`config.mk`:
```
export PLATFORM = sky130hd
export DESIGN_NAME = ffa_front
export DESIGN_NICKNAME = d
export VERILOG_FILES = /design/src/design/ffa_pkg.sv /design/src/design/ffa_front.sv
export SDC_FILE = /design/constraint.sdc
export NUM_CORES = 1
export LEC_CHECK = 0
export BUFFER_PORTS_ARGS = -buffer_cell sky130_fd_sc_hd__clkbuf_2
export CAP_MARGIN = 0
export CORE_AREA = 3 3 141 143
export DETAILED_ROUTE_END_ITERATION = 10
export DIE_AREA = 0 0 144 146
export PLACE_DENSITY = 0.4
export SLEW_MARGIN = 20
export SYNTH_ARGS = -nofsm -noshare
export SYNTH_HDL_FRONTEND = slang
export SYNTH_SLANG_ARGS = --single-unit
```
`constraint.sdc`:
```
create_clock -name clock -period 5.65 [get_ports clock]
set_input_delay 0.2825 -clock clock [delete_from_list [all_inputs] [get_ports clock]]
set_output_delay 0.2825 -clock clock [all_outputs]
set_load 0.05 [all_outputs]
```
`src/design/ffa_pkg.sv`:
```
// Package for the first-fit free-list allocator core.
// Holds beat types, request and status codes and fixed widths; depends on nothing.
package ffa_pkg;

   localparam int ADDR_W = 16;
   localparam int SIZE_W = 17;
   localparam int CNT_W  = 7;
   localparam int CSR_IDX_W = 1;

   typedef enum logic [1:0] {
      REQ_ALLOC = 2'd0,
      REQ_FREE  = 2'd1,
      REQ_RESET = 2'd2,
      REQ_NONE  = 2'd3
   } req_kind_type;

   typedef enum logic [2:0] {
      ST_OK        = 3'd0,
      ST_ZERO_SIZE = 3'd1,
      ST_BAD_ALIGN = 3'd2,
      ST_NO_FIT    = 3'd3,
      ST_BAD_FREE  = 3'd4,
      ST_LIVE_FULL = 3'd5
   } status_type;

   localparam logic [CSR_IDX_W-1:0] CSR_ARENA_BYTES = 1'd0;
   localparam logic [CSR_IDX_W-1:0] CSR_ARENA_ALIGN = 1'd1;

   typedef struct packed {
      logic [1:0]        req_type;
      logic [SIZE_W-1:0] alloc_size;
      logic [3:0]        align_log2;
      logic [ADDR_W-1:0] free_address;
   } req_beat_type;

   typedef struct packed {
      logic [2:0]        status;
      logic [ADDR_W-1:0] user_address;
      logic [SIZE_W-1:0] used_bytes;
      logic [SIZE_W-1:0] peak_bytes;
      logic [CNT_W-1:0]  free_extent_count;
      logic [SIZE_W-1:0] largest_free;
   } rsp_beat_type;

   // Classified command passed from the front end to the back end.
   typedef struct packed {
      req_kind_type      kind;
      status_type        early_status;
      logic [SIZE_W-1:0] alloc_size;
      logic [SIZE_W-1:0] eff_align;
      logic [ADDR_W-1:0] free_address;
   } cmd_type;

endpackage

```
`src/design/ffa_front.sv`:
```
// Front end: accepts request beats, checks size and alignment, queues commands.
// Depends on ffa_pkg.
module ffa_front
   import ffa_pkg::*;
#(
   parameter int INTERNAL_ALIGN = 8,
   parameter int DEPTH = 2
) (
   input  logic         clock,
   input  logic         reset,
   input  logic         req_valid,
   output logic         req_ready,
   input  req_beat_type req_beat,
   input  logic [3:0]   arena_align_log2,
   output logic         cmd_valid,
   input  logic         cmd_ready,
   output cmd_type      cmd
);

   localparam int PTR_W = (DEPTH > 1) ? $clog2(DEPTH) : 1;

   cmd_type             q_ff [DEPTH];
   logic [PTR_W-1:0]    wr_ff, wr_in, rd_ff, rd_in;
   logic [PTR_W:0]      cnt_ff, cnt_in;
   cmd_type             c;
   logic [SIZE_W-1:0]   req_al, arena_al;
   logic                push, pop;

   always_comb begin
      req_al = SIZE_W'(1) << req_beat.align_log2;
      if (req_al < SIZE_W'(INTERNAL_ALIGN)) begin
         req_al = SIZE_W'(INTERNAL_ALIGN);
      end
      arena_al = SIZE_W'(1) << arena_align_log2;
      c.kind = req_kind_type'(req_beat.req_type);
      c.alloc_size = req_beat.alloc_size;
      c.eff_align = req_al;
      c.free_address = req_beat.free_address;
      c.early_status = ST_OK;
      if (c.kind == REQ_ALLOC) begin
         if (req_beat.alloc_size == '0) begin
            c.early_status = ST_ZERO_SIZE;
         end else if (req_al > arena_al) begin
            c.early_status = ST_BAD_ALIGN;
         end
      end
   end

   assign req_ready = (cnt_ff != (PTR_W+1)'(DEPTH));
   assign cmd_valid = (cnt_ff != '0);
   assign cmd = q_ff[rd_ff];
   assign push = req_valid && req_ready;
   assign pop = cmd_valid && cmd_ready;

   always_comb begin
      wr_in = wr_ff;
      rd_in = rd_ff;
      if (push) begin
         wr_in = (wr_ff == PTR_W'(DEPTH-1)) ? '0 : wr_ff + 1'b1;
      end
      if (pop) begin
         rd_in = (rd_ff == PTR_W'(DEPTH-1)) ? '0 : rd_ff + 1'b1;
      end
      cnt_in = cnt_ff + (PTR_W+1)'(push) - (PTR_W+1)'(pop);
   end

   always_ff @(posedge clock) begin
      if (reset) begin
         wr_ff <= '0;
         rd_ff <= '0;
         cnt_ff <= '0;
      end else begin
         wr_ff <= wr_in;
         rd_ff <= rd_in;
         cnt_ff <= cnt_in;
      end
      if (push) begin
         q_ff[wr_ff] <= c;
      end
   end

   assert property (@(posedge clock) disable iff (reset) cnt_ff <= (PTR_W+1)'(DEPTH))
      else $error("command queue count overflow");
   assert property (@(posedge clock) disable iff (reset)
      push && !pop |=> cnt_ff == $past(cnt_ff) + 1'b1)
      else $error("command queue count missed a push");
   assert property (@(posedge clock) disable iff (reset)
      cmd_valid && cmd.kind == REQ_ALLOC && cmd.early_status == ST_OK |->
      cmd.alloc_size != '0)
      else $error("zero-size allocate passed as valid");

endmodule

```
==> impl_metrics.tcl, run 1 <==
set metrics [dict create \
    num_rows 50 \
    wl_met1_um 4550 \
    crit_type "flip-flop to primary output" \
    gr-total-overflow 0 \
    ys_ff_latch 111 \
    vias 2714 \
    cp-end-kind "primary output" \
    slew_viol_final 0 \
    r2r-start "cnt_ff[0]" \
    synth_simple_gate_area_share_pct 7.92 \
    vias_per_cell 4.25 \
    p_per_area_mw_per_mm2 471 \
    die-area_mm2 0.0210 \
    clkLatencyLatePin_ns 0.35 \
    synth_top_family_by_area "multiplexers" \
    r2r-end "q_ff[0][8]" \
    hold_path_end "q_ff[0][0]" \
    drt-total-wl_um 10100 \
    dr.max_layer_used "met4" \
    synthAdderAreaFrac_pct 4.85 \
    p_leak_nw 2.17 \
    clock-sinks 111 \
    fmax_mhz 446 \
    ios 104 \
    fin_total_pwr_mw 2.72 \
    synth_compound_area_share_pct 1.72 \
    firstDrtPassIters 4 \
    antenna_found_initial 0 \
    hp-class "input pin to flip-flop" \
    fp.dieH_um 146 \
    grt_usage_pct 9.86 \
    place_hpwl_um 7060 \
    hold_ws_ns 0.117 \
    setup_viol 0 \
    cap_violations 0 \
    syn_avg_cell_area_um2 16.4 \
    rr_worst_depth 4 \
    cts_resized 0 \
    layout.nets 464 \
    cp.required_ns 5.37 \
    finClkSkew_ns 0.00801 \
    holdBufCountCts 0 \
    r2r_slack_ns 3.59 \
    cts_root_buffer "clkbuf_16" \
    area_growth_pct 24.5 \
    met2WireLength_um 4800 \
    rsz0062_at_grt "false" \
    synth_xor_area_share_pct 0.755 \
    period_share_pct 39.7 \
    drc_errors 0 \
    ctsLongestPathBuffers 2 \
    hold_viol 0 \
    clk_pin_slew_worst_paths_ns 0.07 \
    syn_inst 283 \
    peakVddDrop_mv 0.132 \
    die-width_um 144 \
    syn_area_mm2 0.00464 \
    max_slew_margin_pct 49.9 \
    tritoncts "yes" \
    post_cts_buffers 0 \
    drtIter0Drc 104 \
    port_buffers 101 \
    grt_max_degree 54 \
    crit_path_max_fanout 53 \
    period_needed_ns 2.24 \
    h-tree-depth 3 \
    nFillCells 1872 \
    wl_met3_um 476 \
    core_mm2 0.0187 \
    cts_buffers 9 \
    ys_seq_area_share_pct 70.7 \
    startpoint_type "flip-flop" \
    worstPathArrival_ns 1.96 \
    min_path_cells 1 \
    antennaDiodeCount 0 \
    min_from "req_beat[0]" \
    tns_ns 0 \
    detail-route-antenna-nets 0 \
    worst_slew_pin_slew_ns 0.751 \
    grt_first_pass_wirelength_um 15700 \
    synthMuxAreaShare_pct 12.9 \
    yosys_warnings 0 \
    start_util_pct 24.8 \
    wl_per_cell_um 15.8 \
    routabilityCongestion 0.853 \
    grt_pass1_vias 2832 \
    drive_gt1_share_pct 44.1 \
    yosysUniqueCellTypes 33 \
    status "finished, final reports clean" \
]
==> registers in the layout, indices dropped and copies added, names as in the netlist, named ones only <==
name    flops
q_ff      106
rd_ff       1
cnt_ff      2
wr_ff       1
==> power breakdown <==
| part | internal, mW | leakage, nW | switching, mW | total (mW) |
|---|---|---|---|---|
| combinational | 0.257 | 0.978 | 0.719 | 0.976 |
| sequential | 1.04 | 1.04 | 0.0268 | 1.07 |
| clock | 0.390 | 0.154 | 0.283 | 0.673 |
==> routing by layer <==
layer	up-vias	GRT usage (%)
met5	-	0
met4	0	4.99
met3	16	2.27
met2	77	15.6
met1	1314	12.5
li1	1307	-
==> through the flow <==
stage                     cell area [um2]  utilization [%]  worst slack, ns  cells
after CTS                            5780             30.9             3.33    638
after floorplan                      4680                -             1.96    292
after global placement               5460             29.2             3.22    622
after global routing                 5780             30.9             3.26    638
after detailed placement             5460             29.2             3.15    622
final                                5780             30.9             3.41    638
==> cell usage in the layout, fill, tap and decap left out, drive strengths merged, types with 4 or more instances in the layout <==
cell type / n
nand4: 4
nand2b: 5
nor4: 4
clkbuf: 112
nand2: 14
nor2: 20
o21ai: 4
conb: 11
dfxtp: 5
a21oi: 5
nor3: 6
mux2: 53
nand3: 9
nor2b: 5
ha: 18
edfxtp: 106
==> worst max-delay path, stage by stage (launching register included) <==
cell and delay, ns:
dfxtp_2 0.31, buf_4 0.58, mux2_2 0.44, clkbuf_2 0.24
==> worst max-delay path by stage <==
stage	slack, ns	to	cells past startpoint	startpoint
floorplan	1.96	q_ff[0][0]	3	cnt_ff[0]
global placement	3.22	q_ff[0][51]	9	req_beat[18]
detailed placement	3.15	q_ff[0][51]	9	req_beat[18]
CTS	3.33	cmd[25]	3	flip-flop
global route	3.26	cmd[25]	3	flip-flop
finish	3.41	cmd[25]	3	flip-flop
==> cell families after synthesis <==
kind of cell / count (synthesis)
other: 2
DFF: 111
muxes: 53
xor gates and xnor gates: 4
and+or+nand+nor: 73
buffers and inverters: 9
AOI/OAI and AO/OA: 13
adders and majority gates: 18
==> synth_stat cells <==
library cell,instances,area [um2]
nand2_1,14,52.6
clkbuf_1,1,3.75
nor4b_1,1,8.76
nor2_1,20,75.1
a21oi_1,5,25.0
a211oi_1,1,7.51
nor3_2,1,10.0
or4_4,1,11.3
o21ai_2,1,8.76
nand4_1,4,25.0
xnor2_1,2,17.5
mux2_2,53,597
buf_4,2,15.0
a2111oi_0,1,8.76
edfxtp_1,106,3180
and4_1,1,8.76
nand3_1,9,45.0
nor2b_1,5,31.3
or2_2,1,6.26
o21ai_0,3,15.0
and3_1,1,6.26
dfxtp_1,5,100
conb_1,2,7.51
o211ai_1,1,7.51
and2_1,1,6.26
a21o_1,1,7.51
ha_1,18,225
nor3_1,5,25.0
buf_2,5,25.0
xor2_1,2,17.5
inv_1,1,3.75
nor4_1,4,25.0
nand2b_1,5,31.3
==> final cells by class <==
class | count | area, um2 | share of cell area [%]
inverters | 1 | 3.75 | 0.0649
clock buffers | 11 | 233 | 4.03
well taps | 234 | 293 | 5.07
clock inverters | 5 | 82.6 | 1.43
multi-input cells | 172 | 1360 | 23.4
flip-flops and latches | 111 | 3280 | 56.8
repair buffers | 104 | 528 | 9.14
(Power assumes the default switching activity.)
==> run 2: changes to the inputs <==
ABC_AREA = 1   (was default)
CORE_AREA = 3 3 143 145   (was 3 3 141 143)
DIE_AREA = 0 0 146 148   (was 0 0 144 146)
PLACE_DENSITY = 0.42   (was 0.4)
clock period = 1.92 ns   (was 5.65 ns; I/O delays follow)
==> run 2 against run 1 <==
Compared with the run above:
- core utilization rose by 2.2 points
- wire length rose by 7.1%
- clock power rose to 2.8 times the previous value
- sequential power rose to 3.0 times the previous value
- count of clock-buffer cells in the layout fell by 2
- final cell count rose by 18%
- critical path depth did not move
- critical endpoint is now cmd[51]
- largest power group unchanged
- highest routed layer unchanged
==> impl_metrics.tcl, run 2 <==
set metrics [dict create \
    p_leak_nw 2.52 \
    synth_top_area_share_pct 66.2 \
    nFillCells 1938 \
    post_cts_buffers 0 \
    setup_viol 0 \
    cp-end-kind "primary output" \
    synth_edf_count 106 \
    slew_viol_final 0 \
    yosysUniqueCellTypes 23 \
    startpoint_type "flip-flop" \
    grt_usage_pct 10.4 \
    antennaDiodeCount 0 \
    cpPeakStageDelay_ns 0.39 \
    start_util_pct 24.9 \
    rr_worst_depth 10 \
    cp.required_ns 1.82 \
    final_util_pct 33.1 \
    cts_buffers 9 \
    holdBufCountCts 36 \
    die-width_um 146 \
    vias_per_cell 4.08 \
    drive_gt1_share_pct 38.7 \
    clk_pin_slew_worst_paths_ns 0.07 \
    grt_first_pass_wirelength_um 17400 \
    hp-class "input pin to flip-flop" \
    fp.dieH_um 148 \
    p_sw_mw 3.13 \
    hold_viol 0 \
    min_from "cmd_ready" \
    die-area_mm2 0.0216 \
    intPower_mw 4.96 \
    syn_inst 325 \
    grt_pass1_vias 3130 \
    place_hpwl_um 7450 \
    crit_path_max_fanout 39 \
    firstDrtPassIters 4 \
    min_path_cells 4 \
    h-tree-depth 3 \
    crit_type "flip-flop to primary output" \
    wl_per_cell_um 14.3 \
    worstPathArrival_ns 1.63 \
    num_rows 51 \
    pre_cts_slack_ns 0.00495 \
    status "finished, final reports clean" \
    ios 104 \
    regMostFlops "q_ff" \
    fmax_mhz 578 \
    drc_errors 0 \
    synthTopCellsByArea "edfxtp_1, mux2_2, ha_1" \
    period_share_pct 90.0 \
    cts_resized 0 \
    cts_root_buffer "clkbuf_16" \
    p_comb_share_pct 37.7 \
    place_inst 701 \
    routabilityCongestion 0.754 \
    layout.nets 548 \
    top_regs "q_ff x106, cnt_ff x2" \
    finClkSkew_ns 0.00691 \
    tns_ns 0 \
    synth_largest_area_cell "edfxtp_1" \
    clkLatencyLatePin_ns 0.35 \
    syn_avg_cell_area_um2 14.8 \
    peakVddDrop_mv 0.477 \
    rsz0062_at_grt "false" \
    tritoncts "yes" \
    area_growth_pct 33.0 \
    drt-total-wl_um 10800 \
    fin_total_pwr_mw 8.09 \
    switching_share_pct 38.7 \
    cp_slowest_cell "mux2_2" \
    final_common_cell "edfxtp_1" \
    yosys_warnings 0 \
    detail-route-antenna-nets 0 \
    grt_max_degree 40 \
    r2r-start "cnt_ff[1]" \
    clock-sinks 111 \
    synth_ff_type "edfxtp_1" \
    yosysMostFrequentCell "edfxtp_1" \
    core_mm2 0.0193 \
    synth-async-reset-ratio_pct 0 \
    cap_violations 0 \
    final_cells 753 \
    final_cell_mix "edfxtp_1, clkbuf_2, mux2_2" \
    period_needed_ns 1.73 \
    largest_register_ffs 106 \
    antenna_found_initial 0 \
    setup_ws_ns 0.191 \
    vias 3070 \
    synth_commonest_cells "edfxtp_1, mux2_2, nand2_1" \
    ys_seq_area_share_pct 68.3 \
    port_buffers 101 \
    gr-total-overflow 0 \
    drtIter0Drc 165 \
    clkPwrFrac_pct 23.2 \
    ctsLongestPathBuffers 2 \
    syn_area_mm2 0.00481 \
    path_cells "buf_12, mux2_2, clkbuf_2" \
    seqPwrFrac_pct 39.1 \
    p_per_area_mw_per_mm2 1260 \
    ys_ff_latch 111 \
]
run 2: cell types whose count changed after synthesis, moves of 4 or more:
cell	change
buf_6	+6
nand2b_1	-5
mux2_2	-4
nand4_1	+11
inv_1	+20
nor2b_1	-5
nor3_1	+4
mux2_4	+4
nand2_1	+17
nor2_1	+7
run 2: kinds of logic after synthesis:
group	after synthesis	synth area share (%)
muxes	53	12.7
buffers and inverters	34	3.85
DFF	111	68.3
xor gates and xnor gates	1	0.182
AOI/OAI and AO/OA	9	0.937
and+or+nand+nor	97	9.19
adders and majority gates	18	4.68
other	2	0.156
run 2: path summary, 6_finish.rpt:
kind	end	slack (ns)
setup / recovery	cmd[51]	0.19
hold / removal	rd_ff	0.09
setup reg to reg	cnt_ff[1]	0.26
hold reg to reg	rd_ff	0.49
run 2: critical path, delay by kind of cell (launching register included):
kind	cells	cell delay (ns)
buffers and inverters	2	0.50
DFF	1	0.35
muxes	1	0.39
run 2: cell type report:
type                    instances  area [um2]  area share (%)
inverters                      22        82.6            1.29
repair buffers                150        1000            15.7
well taps                     265         332            5.18
clock inverters                 7        71.3            1.12
clock buffers                   9         225            3.52
flip-flops and latches        111        3280            51.4
multi-input cells             189        1400            21.9
run 2: per-layer routing:
layer / part of all wire [%] / vias up / global-route usage (%) / routed length [um]
li1: - / 1498 / - / -
met2: 47 / 92 / 16.7 / 5070
met1: 47 / 1467 / 13.7 / 5040
met5: 0 / - / 0 / 0
met4: 1.7 / 0 / 4.09 / 186
met3: 4.6 / 13 / 2.48 / 502
run 2: through the flow:
step	hold slack (ns)	cell area, um2
detailed placement	0.290	5740
global placement	0.286	5740
CTS	0.0654	6390
floorplan	0.165	4870
finish	0.0850	6390
global route	0.110	6390
run 2: power by group through the flow:
stage | clock network [mW] | registers (mW) | logic, mW
4_1_cts | 1.94 | 3.17 | 3.12
3_5_place_dp | 0 | 3.22 | 3.05
6_report | 1.87 | 3.16 | 3.05
3_3_place_gp | 0 | 3.21 | 3.03
5_1_grt | 2.04 | 3.20 | 3.26
2_1_floorplan | 0 | 3.20 | 2.35
==> run 3: changes to the inputs <==
CORE_AREA = 3 3 118 176   (was 3 3 143 145)
DIE_AREA = 0 0 121 179   (was 0 0 146 148)
==> run 3 against run 2 <==
Compared with the run above:
- maximum frequency shrank 3.6%
- design area is 0.51% lower
- sequential cell count did not move
- hold slack worse by 0.071 ns
- core utilization decreased by 0.14 points
- combinational power is essentially flat
- via count is essentially flat
- total power fell by 0.73%
- setup slack worse by 0.065 ns
- sequential share of layout area increased by 0.26 points
- die area rose by 0.24%
- critical endpoint is now cmd[53]
- largest cell class unchanged
==> impl_metrics.tcl, run 3 (synthesis results as in run 2) <==
set metrics [dict create \
    port_buffers 101 \
    r2r-start "cnt_ff[0]" \
    grt_pass1_vias 3177 \
    nFillCells 1943 \
    p_leak_nw 2.52 \
    r2r_slack_ns 0.27 \
    crit_path_max_fanout 25 \
    final_common_cell "edfxtp_1" \
    gr-total-overflow 0 \
    tns_ns 0 \
    final_util_pct 32.9 \
    ctsLongestPathBuffers 2 \
    detail-route-antenna-nets 0 \
    period_share_pct 93.4 \
    wl_per_cell_um 14.9 \
    fin_total_pwr_mw 8.03 \
    place_hpwl_um 7760 \
    hold_path_end "q_ff[0][53]" \
    min_from "req_beat[37]" \
    cp-end-kind "primary output" \
    die-area_mm2 0.0217 \
    layout.nets 546 \
    period_needed_ns 1.79 \
    drc_errors 0 \
    core_mm2 0.0193 \
    cts_root_buffer "clkbuf_16" \
    finClkSkew_ns 0.00700 \
    crit_buf_inv 2 \
    min_path_cells 1 \
    clock-sinks 111 \
    crit_family "buffers and inverters" \
    slew_viol_final 0 \
    clk_pin_slew_worst_paths_ns 0.07 \
    cpPeakStageDelay_ns 0.38 \
    grt_first_pass_wirelength_um 17100 \
    peakVddDrop_mv 0.477 \
    crit_type "flip-flop to primary output" \
    vias 3071 \
    path_cells "buf_4, mux2_2, clkbuf_2" \
    cp.required_ns 1.82 \
    multi_input_area_mm2 0.00140 \
    grt_max_degree 31 \
    final_cell_mix "edfxtp_1, clkbuf_2, mux2_2" \
    area_growth_pct 32.3 \
    cts_resized 0 \
    fmax_mhz 557 \
    clkLatencyLatePin_ns 0.35 \
    cap_violations 0 \
    grt_usage_pct 10.6 \
    routabilityCongestion 0.804 \
    regMostFlops "q_ff" \
    startpoint_type "flip-flop" \
    drtIter0Drc 124 \
    start_util_pct 24.9 \
    antennaDiodeCount 0 \
    holdBufCountCts 34 \
    p_per_area_mw_per_mm2 1260 \
    die-width_um 121 \
    r2r-end "cnt_ff[1]" \
    hold_viol 0 \
    cts_buffers 9 \
    rr_worst_depth 10 \
    worstPathArrival_ns 1.70 \
    firstDrtPassIters 4 \
    fp.dieH_um 179 \
    drt-total-wl_um 11000 \
    tritoncts "yes" \
    antenna_found_initial 0 \
    ff_latch_area_mm2 0.00328 \
    hold_ws_ns 0.0136 \
    vias_per_cell 4.14 \
    status "finished, final reports clean" \
    drive_gt1_share_pct 39.1 \
    ios 104 \
    num_rows 62 \
    post_cts_buffers 0 \
    rsz0062_at_grt "false" \
    setup_viol 0 \
    h-tree-depth 3 \
    cp_slowest_cell "mux2_2" \
    top_regs "q_ff x106, cnt_ff x2" \
    largest_register_ffs 106 \
    hp-class "input pin to flip-flop" \
]
==> run 3: changes by cell type in the layout (fill, tap and decap cells not counted), sizes merged <==
cell | before | now
bufinv | 1 | 0
clkbuf | 110 | 111
clkinv | 3 | 4
clkinvlp | 2 | 0
dlygate4sd3 | 36 | 34
inv | 23 | 24
==> run 3: stage by stage <==
step	setup slack, ns	cells	instance area [um2]
2_1_floorplan	0.0115	334	4870
3_3_place_gp	0.0554	692	5740
3_5_place_dp	-0.0168	692	5740
4_1_cts	0.0663	742	6360
5_1_grt	0.0397	742	6360
6_report	0.126	742	6360
==> run 3: metal layers <==
| layer | vias to the layer above | wire [um] | GRT usage [%] |
|---|---|---|---|
| met3 | 13 | 435 | 2.68 |
| li1 | 1492 | - | - |
| met2 | 71 | 6210 | 20.1 |
| met4 | 0 | 231 | 4.40 |
| met1 | 1495 | 4170 | 11.0 |
| met5 | - | 0 | 0 |
==> run 3: power by group <==
part	switching (mW)	leakage (nW)	total, mW	internal (mW)
combinational	2.17	1.33	3.05	0.879
sequential	0.0861	1.04	3.16	3.08
clock	0.885	0.145	1.81	0.927
total	3.15	2.52	8.03	4.88
==> run 3: worst max-delay path by stage <==
stage               cells past startpoint     endpoint         start  slack [ns]
floorplan                               4   q_ff[1][0]     cnt_ff[0]        0.01
global placement                       10  q_ff[0][51]  req_beat[19]        0.06
detailed placement                     10  q_ff[0][51]  req_beat[19]       -0.02
CTS                                     3      cmd[53]     flip-flop        0.07
global route                            3      cmd[53]     flip-flop        0.04
finish                                  3      cmd[53]     flip-flop        0.13
==> run 3: worst reg2reg max path, delay by kind of cell (launching register included) <==
kind,cells,cell delay (ns)
simple gates,4,0.45
flops,1,0.32
buf+inv,3,0.20
fa+ha+maj,2,0.44
xor+xnor,1,0.17
==> run 3: layout make-up <==
cell class,count,share of cell area (%)
sequential,111,51.6
timing repair buffer,148,15.6
clock inverter,6,0.688
inverter,22,1.30
tap,256,5.03
multi-input combinational,189,22.0
clock buffer,10,3.76
